$ cat src/hdl/bcrf_pkg.sv
// ----------------------------------------------------------------------------
// Bisection cubic root finder: shared package
// Types, codes and default sizes used by the root finder modules.
// ----------------------------------------------------------------------------
package bcrf_pkg;

  // Default number format: signed Q16.16.
  localparam int DATA_WIDTH_DEF = 32;
  localparam int FRAC_BITS_DEF  = 16;

  // Field widths fixed by the result format.
  localparam int CNT_W    = 8;
  localparam int STATUS_W = 2;

  localparam logic [CNT_W-1:0] LIMIT_RESET = 8'd32;

  // Sign of the cubic at a point.
  typedef enum logic [1:0] {
    SGN_NEG,
    SGN_ZERO,
    SGN_POS
  } sign_t;

  // Result status codes.
  typedef enum logic [STATUS_W-1:0] {
    ST_ZERO    = 2'd0,
    ST_LIMIT   = 2'd1,
    ST_INVALID = 2'd2
  } status_t;

  // Result fields other than the root value.
  typedef struct packed {
    status_t          status;
    logic [CNT_W-1:0] used;
  } res_info_t;

  // Sequencer states.
  typedef enum logic [2:0] {
    S_IDLE,
    S_SIGN_A,
    S_SIGN_B,
    S_ITER,
    S_DONE
  } state_t;

endpackage

$ cat src/hdl/bcrf_eval.sv
// ----------------------------------------------------------------------------
// Bisection cubic root finder: shared evaluation unit
// Forms the floored midpoint of two ends and the sign of the cubic at either
// the lower operand or that midpoint.
// ----------------------------------------------------------------------------
module bcrf_eval
  import bcrf_pkg::*;
#(
  parameter int DATA_WIDTH = DATA_WIDTH_DEF,
  parameter int FRAC_BITS  = FRAC_BITS_DEF
) (
  input  logic signed [DATA_WIDTH-1:0] lo,
  input  logic signed [DATA_WIDTH-1:0] hi,
  input  logic                         sel_mid,
  output logic signed [DATA_WIDTH-1:0] mid,
  output sign_t                        sign
);

  // The cubic factors as (x+1)((x-1)^2+1), so its sign is the sign of x+1.
  // When one unit is not representable, x+1 is positive everywhere.
  localparam bit COARSE = (FRAC_BITS > DATA_WIDTH - 1);
  localparam logic signed [DATA_WIDTH:0] NEG_ONE =
    -((DATA_WIDTH+1)'(1) << FRAC_BITS);

  logic signed [DATA_WIDTH:0] sum;
  logic signed [DATA_WIDTH-1:0] x;
  logic signed [DATA_WIDTH:0] x_ext;

  assign sum   = {lo[DATA_WIDTH-1], lo} + {hi[DATA_WIDTH-1], hi};
  assign mid   = sum[DATA_WIDTH:1];
  assign x     = sel_mid ? mid : lo;
  assign x_ext = {x[DATA_WIDTH-1], x};

  always_comb begin
    if (COARSE) begin
      sign = SGN_POS;
    end else if (x_ext > NEG_ONE) begin
      sign = SGN_POS;
    end else if (x_ext == NEG_ONE) begin
      sign = SGN_ZERO;
    end else begin
      sign = SGN_NEG;
    end
  end

endmodule

$ cat src/hdl/bcrf_ctrl.sv
// ----------------------------------------------------------------------------
// Bisection cubic root finder: sequencer
// Checks the interval ends and then runs one bisection step per cycle on the
// shared evaluation unit until an exact zero or the iteration limit.
// ----------------------------------------------------------------------------
module bcrf_ctrl
  import bcrf_pkg::*;
#(
  parameter int DATA_WIDTH = DATA_WIDTH_DEF,
  parameter int FRAC_BITS  = FRAC_BITS_DEF
) (
  input  logic                         clk,
  input  logic                         rst,
  input  logic                         req_valid,
  output logic                         req_ready,
  input  logic signed [DATA_WIDTH-1:0] req_left,
  input  logic signed [DATA_WIDTH-1:0] req_right,
  input  logic [CNT_W-1:0]             limit,
  output logic                         res_valid,
  input  logic                         res_ready,
  output logic signed [DATA_WIDTH-1:0] res_root,
  output res_info_t                    res_info
);

  state_t state, state_next;

  logic signed [DATA_WIDTH-1:0] a, a_next;
  logic signed [DATA_WIDTH-1:0] b, b_next;
  logic signed [DATA_WIDTH-1:0] c, c_next;
  sign_t                        sa, sa_next;
  logic [CNT_W-1:0]             cnt, cnt_next;
  res_info_t                    info, info_next;

  logic signed [DATA_WIDTH-1:0] eval_lo;
  logic                         eval_sel_mid;
  logic signed [DATA_WIDTH-1:0] eval_mid;
  sign_t                        eval_sign;
  logic [CNT_W-1:0]             cnt_inc;

  bcrf_eval #(
    .DATA_WIDTH (DATA_WIDTH),
    .FRAC_BITS  (FRAC_BITS)
  ) u_eval (
    .lo      (eval_lo),
    .hi      (b),
    .sel_mid (eval_sel_mid),
    .mid     (eval_mid),
    .sign    (eval_sign)
  );

  assign cnt_inc = cnt + CNT_W'(1);

  always_ff @(posedge clk) begin
    if (rst) begin
      state <= S_IDLE;
    end else begin
      state <= state_next;
    end
  end

  always_ff @(posedge clk) begin
    a    <= a_next;
    b    <= b_next;
    c    <= c_next;
    sa   <= sa_next;
    cnt  <= cnt_next;
    info <= info_next;
  end

  always_comb begin
    state_next   = state;
    a_next       = a;
    b_next       = b;
    c_next       = c;
    sa_next      = sa;
    cnt_next     = cnt;
    info_next    = info;
    req_ready    = 1'b0;
    res_valid    = 1'b0;
    eval_lo      = a;
    eval_sel_mid = 1'b0;

    unique case (state)
      S_IDLE: begin
        req_ready = 1'b1;
        if (req_valid) begin
          a_next     = req_left;
          b_next     = req_right;
          c_next     = '0;
          cnt_next   = '0;
          state_next = S_SIGN_A;
        end
      end
      S_SIGN_A: begin
        eval_lo    = a;
        sa_next    = eval_sign;
        state_next = S_SIGN_B;
      end
      S_SIGN_B: begin
        eval_lo = b;
        if (sa == SGN_ZERO || eval_sign == SGN_ZERO || sa == eval_sign) begin
          info_next.status = ST_INVALID;
          info_next.used   = '0;
          state_next       = S_DONE;
        end else if (limit == '0) begin
          info_next.status = ST_LIMIT;
          info_next.used   = '0;
          state_next       = S_DONE;
        end else begin
          state_next = S_ITER;
        end
      end
      S_ITER: begin
        eval_lo      = a;
        eval_sel_mid = 1'b1;
        c_next       = eval_mid;
        cnt_next     = cnt_inc;
        if (eval_sign == SGN_ZERO) begin
          info_next.status = ST_ZERO;
          info_next.used   = cnt_inc;
          state_next       = S_DONE;
        end else begin
          if (sa != eval_sign) begin
            b_next = eval_mid;
          end else begin
            a_next = eval_mid;
          end
          if (cnt_inc == limit) begin
            info_next.status = ST_LIMIT;
            info_next.used   = limit;
            state_next       = S_DONE;
          end
        end
      end
      S_DONE: begin
        res_valid = 1'b1;
        if (res_ready) begin
          state_next = S_IDLE;
        end
      end
      default: begin
        state_next = S_IDLE;
      end
    endcase
  end

  assign res_root = c;
  assign res_info = info;

  // An invalid interval never computes a midpoint.
  assert property (@(posedge clk) disable iff (rst)
    (res_valid && res_info.status == ST_INVALID) |-> (res_info.used == '0 && res_root == '0))
    else $error("invalid interval result carries a midpoint or a count");

  // The step counter stays below the limit while bisecting.
  assert property (@(posedge clk) disable iff (rst)
    (state == S_ITER) |-> (cnt < limit))
    else $error("bisection step counter reached the limit");

  // A request is taken only when no result is pending.
  assert property (@(posedge clk) disable iff (rst)
    req_ready |-> !res_valid)
    else $error("request accepted while a result is pending");

endmodule

$ cat src/hdl/bisection_cubic_root_finder.sv
// ----------------------------------------------------------------------------
// Bisection cubic root finder: top level
// Finds a root of x^3 - x^2 + 2 inside a signed fixed-point interval.
// ----------------------------------------------------------------------------
// The slave stream takes one request per interval: tdata holds left_end in
// the low DATA_WIDTH bits and right_end above it. The master stream returns
// one result per request: root, status and iterations_used, packed from the
// low bit up. Status 0 means an exact zero was hit, 1 means the iteration
// limit ran out and 2 means f does not change sign strictly over the interval.
// The iteration limit is written through cfg_wr_en / cfg_wr_data; the user
// must write it only while the block is idle, as the block does not enforce
// this. It resets to 32. A request passes through the two end-point sign
// tests and then runs one bisection step per cycle on the shared midpoint and
// sign unit; the sequencer holds the result in its done state, and the output
// register then shows it on the master stream. An invalid interval goes from
// the sign tests straight to the done state.
// Only one request is in work at a time; s_axis_tready is high while the
// sequencer is idle. A finished result waits in the output register while the
// receiver stalls, and the sequencer may already take the next request; a
// second result then waits in the sequencer until the register frees up.
// Synchronous reset returns to idle, drops m_axis_tvalid and restores the
// iteration limit.
// ----------------------------------------------------------------------------
module bisection_cubic_root_finder
  import bcrf_pkg::*;
#(
  parameter int DATA_WIDTH = DATA_WIDTH_DEF,
  parameter int FRAC_BITS  = FRAC_BITS_DEF,
  localparam int IN_W      = ((2 * DATA_WIDTH + 7) / 8) * 8,
  localparam int OUT_W     = ((DATA_WIDTH + STATUS_W + CNT_W + 7) / 8) * 8
) (
  input  logic             clk,
  input  logic             rst,
  // Configuration: iteration_limit.
  input  logic             cfg_wr_en,
  input  logic [CNT_W-1:0] cfg_wr_data,
  // Request stream.
  input  logic             s_axis_tvalid,
  output logic             s_axis_tready,
  input  logic [IN_W-1:0]  s_axis_tdata,   // left_end, right_end, zero fill
  // Result stream.
  output logic             m_axis_tvalid,
  input  logic             m_axis_tready,
  output logic [OUT_W-1:0] m_axis_tdata    // root, status, iterations_used, zero fill
);

  localparam int USED_W = DATA_WIDTH + STATUS_W + CNT_W;

  logic [CNT_W-1:0]             iteration_limit;
  logic                         res_valid;
  logic                         res_ready;
  logic signed [DATA_WIDTH-1:0] res_root;
  res_info_t                    res_info;
  logic                         out_valid;
  logic [USED_W-1:0]            out_data;

  // The iteration limit register.
  always_ff @(posedge clk) begin
    if (rst) begin
      iteration_limit <= LIMIT_RESET;
    end else if (cfg_wr_en) begin
      iteration_limit <= cfg_wr_data;
    end
  end

  bcrf_ctrl #(
    .DATA_WIDTH (DATA_WIDTH),
    .FRAC_BITS  (FRAC_BITS)
  ) u_ctrl (
    .clk       (clk),
    .rst       (rst),
    .req_valid (s_axis_tvalid),
    .req_ready (s_axis_tready),
    .req_left  (s_axis_tdata[DATA_WIDTH-1:0]),
    .req_right (s_axis_tdata[2*DATA_WIDTH-1:DATA_WIDTH]),
    .limit     (iteration_limit),
    .res_valid (res_valid),
    .res_ready (res_ready),
    .res_root  (res_root),
    .res_info  (res_info)
  );

  // Output register: it takes a result whenever it is empty or being drained.
  assign res_ready = !out_valid || m_axis_tready;

  always_ff @(posedge clk) begin
    if (rst) begin
      out_valid <= 1'b0;
    end else if (res_ready) begin
      out_valid <= res_valid;
    end
  end

  always_ff @(posedge clk) begin
    if (res_ready && res_valid) begin
      out_data <= {res_info.used, res_info.status, res_root};
    end
  end

  assign m_axis_tvalid = out_valid;
  assign m_axis_tdata  = OUT_W'(out_data);

endmodule
$ cat config.mk
export PLATFORM = sky130hd
export DESIGN_NAME = bisection_cubic_root_finder
export DESIGN_NICKNAME = d
export VERILOG_FILES = /design/src/hdl/bcrf_pkg.sv /design/src/hdl/bcrf_eval.sv /design/src/hdl/bcrf_ctrl.sv /design/src/hdl/bisection_cubic_root_finder.sv
export SDC_FILE = /design/constraint.sdc
export NUM_CORES = 1
export LEC_CHECK = 0
export BUFFER_PORTS_ARGS = -buffer_cell sky130_fd_sc_hd__buf_2
export CORE_MARGIN = 1
export CORE_UTILIZATION = 50
export CTS_CLUSTER_DIAMETER = 60
export DETAILED_ROUTE_END_ITERATION = 6
export PLACE_DENSITY = 0.71
export SETUP_SLACK_MARGIN = 0.1
export SLEW_MARGIN = 15
export SYNTH_ARGS = -nofsm -noshare
export SYNTH_HDL_FRONTEND = slang
export SYNTH_HIERARCHICAL = 1
export SYNTH_SLANG_ARGS = --single-unit
$ cat constraint.sdc
create_clock -name clk -period 6.9 [get_ports clk]
set_input_delay 0.69 -clock clk [delete_from_list [all_inputs] [get_ports clk]]
set_output_delay 0.69 -clock clk [all_outputs]
set_load 0.005 [all_outputs]
==> impl_metrics.toml <==
[drt]
vias = 6680
ant_nets = 0
drt-vias-per-instance = 5.498
routed_wl_mm = 20.27
avgRoutedWirePerCell_um = 16.68
dr.pass1.iters = 5
drt-initial-drc-count = 478
drc_errors = 0

[power]
power_per_cell_area_nw_per_um2 = 424.3
p_leak_nw = 4.609
peakVddDrop_mv = 0.2266

[sta]
layout_setup_ws_ns = 0.7180
fin_crit_sh_pct = 89.59
rsz0062_at_grt = "false"
max_clock_freq_mhz = 161.8
tightest_slew_ns = 1.132
finalSetupViolations = 0
slew_violations = 0
final.min_clock_period_ns = 6.182
finClkSkew_ns = 0.01144
setup_tns_ns = 0
hold_viol = 0
slew_headroom_pct = 24.29

[yosys]
ys_seq_elements = 170
synth_area_leaders = "edfxtp_1 (52%), nand2_1 (8.2%), ha_1 (4.4%), mux2_1 (3.9%), dfxtp_1 (2.6%)"
synth_async_sr_flop_share_pct = 0
synth_seq_area_share_pct = 54.19
synth_top_area_share_pct = 51.58
synth_top_cell_by_area = "edfxtp_1"
ys_types = 82
netlist_area_um2 = 9199
synthCells = 861
ys_warn_count = 6
syn_avg_cell_area_um2 = 10.68
synth-edff-count = 158
synth-main-ff-cell = "edfxtp_1"

[cts]
clkSinkCount = 170
cts_tree = "yes"
postCtsSetupBuffers = 0
cts_buffer_depth = 2
clock-root-buffer = "clkbuf_16"
cts_made_buffers = 17
path_clk_slew_ns = 0.07
cts-resized-gates = 0
htreeDepth = 4
cts_hold_buf = 0
clk_latency_ns = 0.43

[critical_path]
crit_type = "register to register"
critical_path_arrival_ns = 6.24
endpoint_kind = "register"
start_kind = "register"
cp.required_ns = 6.95
crit_fanout = 16

[final_layout]
syn2layout_area_growth_pct = 15.49
instances_no_fill = 1215
layout-drive-gt1-share_pct = 20.08
fillers = 1562
nets = 1083
utilization_pct = 58.94
diodes = 0
final_area_um2 = 10620

[global_route]
grt_use_total_pct = 22.59
grt_max_degree = 84
antenna_found_initial = 0
grt_pass1_vias = 6472
grt_pass1_wl_mm = 32.49
overflow = 0

[place]
place_inst = 1183
placed_cell_area_um2 = 9986
pre_cts_ws_ns = 0.7549
numPortBuffers = 120
hpwl_mm = 14.50
routabilityCongestion = 0.9109

[die]
row_count = 49
die_x_um = 137.6
start_util_pct = 51.03
die_h_um = 137.6
core-area_um2 = 18020
ios = 127
die-area_um2 = 18940

[status]
run_status = "complete, no violations"

[hold_path]
hp-class = "register to register"

[job]
cap_violations = 0
-- per-layer routing --
layer  up-vias  wire [um]  global-route usage [%]
met3        26        907                   4.452
met5         -          0                       0
met1      3174       9418                   29.85
met2       179       9621                   37.19
li1       3301          -                       -
met4         0        321                   7.265
-- final timing paths --
kind	start	endpoint	slack, ns	cells past startpoint
max reg2reg	u_ctrl/state[1]	u_ctrl/res_info[6]	0.72	20
min reg2reg	u_ctrl/res_root[21]	out_data[21]	0.41	0
max	u_ctrl/state[1]	u_ctrl/res_info[6]	0.72	20
min	u_ctrl/res_root[21]	out_data[21]	0.41	0
-- flip-flops by register name (all words and copies together) (netlist names) --
| name | cells |
|---|---|
| u_ctrl/a | 32 |
| out_data | 42 |
| m_axis_tvalid | 1 |
| u_ctrl/state | 3 |
| u_ctrl/res_root | 32 |
| u_ctrl/cnt | 8 |
| iteration_limit | 8 |
| u_ctrl/sa | 2 |
| u_ctrl/res_info | 10 |
| u_ctrl/b | 32 |
-- synthesized netlist by cell type (3+ instances only) --
library cell  count
buf_4             6
nor3b_1           5
o21a_1            7
a21o_1           11
xnor2_1          22
xor2_1           20
edfxtp_1        158
mux2_1           32
inv_2             5
buf_2             9
inv_1            41
a31oi_1           7
a21oi_1          33
o211ai_1          7
ha_1             32
nand4_1          13
nand2_1         200
a211oi_1         10
nor4_1           11
dfxtp_1          12
o21ai_0          13
nor2b_1           6
clkbuf_1         23
o21ai_1           9
and3_1            8
nor3_1           10
a21oi_2           4
a211oi_2          3
nand3_1          11
and2_1            5
nand2b_1          8
nor2_1           51
mux2i_1          11
-- critical path, stage by stage (launching register included) --
cell and delay, ns:
dfxtp_1 0.42, nor2b_1 0.32, nor2b_2 0.23, buf_4 0.28, mux2_1 0.37, ha_1 0.46, nand4_2 0.22, nor4_2 0.36
nand2_1 0.11, o22ai_2 0.23, or2_1 0.18, a311oi_1 0.12, nor4_1 0.36, and4_1 0.25, a31oi_1 0.12, o21ai_1 0.38
nor2b_1 0.24, xnor2_1 0.14, nand2_1 0.10, o21ai_0 0.12, a31oi_1 0.80
-- cell families after synthesis --
logic type | after synthesis | share of synthesized area (%)
and+or+nand+nor | 351 | 17.75
DFF | 170 | 54.19
AOI/OAI and AO/OA | 135 | 10.38
buffers and inverters | 86 | 3.958
muxes | 43 | 5.114
xor gates and xnor gates | 42 | 3.999
adders and majority gates | 33 | 4.570
other | 1 | 0.04077
-- layout make-up --
type	count	area (um2)	area share [%]
Inverter	46	172.7	1.625
Clock buffer	17	425.4	4.004
Multi-Input combinational cell	610	3881	36.53
Clock inverter	15	212.7	2.002
Timing Repair Buffer	128	660.6	6.218
Tap cell	229	286.5	2.697
Sequential cell	170	4985	46.92
-- through the flow --
step	hold WS (ns)	power, mW
5_1_grt	0.4211	4.789
4_1_cts	0.4129	4.516
6_report	0.4128	4.507
3_5_place_dp	0.4045	3.463
2_1_floorplan	0.4003	2.984
3_3_place_gp	0.4010	3.447
-- cells in the final DEF (no fill, tap or decap), types with 8 or more instances in the layout --
cell       synthesis  routed
ha_1              32      32
xor2_1            20      20
a21o_1            11      11
mux2_1            32      32
clkbuf_16          0      17
edfxtp_1         158     158
dfxtp_1           12      12
o21ai_1            9       8
buf_2              9     120
nor4_1            11      11
mux2i_1           11      11
nand2_1          200     198
xnor2_1           22      22
nor3_1            10      10
nand2b_1           8       8
o21ai_0           13      13
nor2_1            51      51
nand3_1           11      11
a21oi_1           33      33
and3_1             8       8
buf_4              6       8
a211oi_1          10      10
inv_1             41      41
nand4_1           13      13
-- where the power goes --
part / switching (mW) / internal [mW] / leakage [nW] / total (mW)
clock: 0.420 / 0.615 / 0.312 / 1.03
sequential: 0.100 / 1.44 / 1.60 / 1.54
combinational: 1.21 / 0.719 / 2.70 / 1.93
total: 1.73 / 2.78 / 4.61 / 4.51
(Power assumes the default switching activity.)
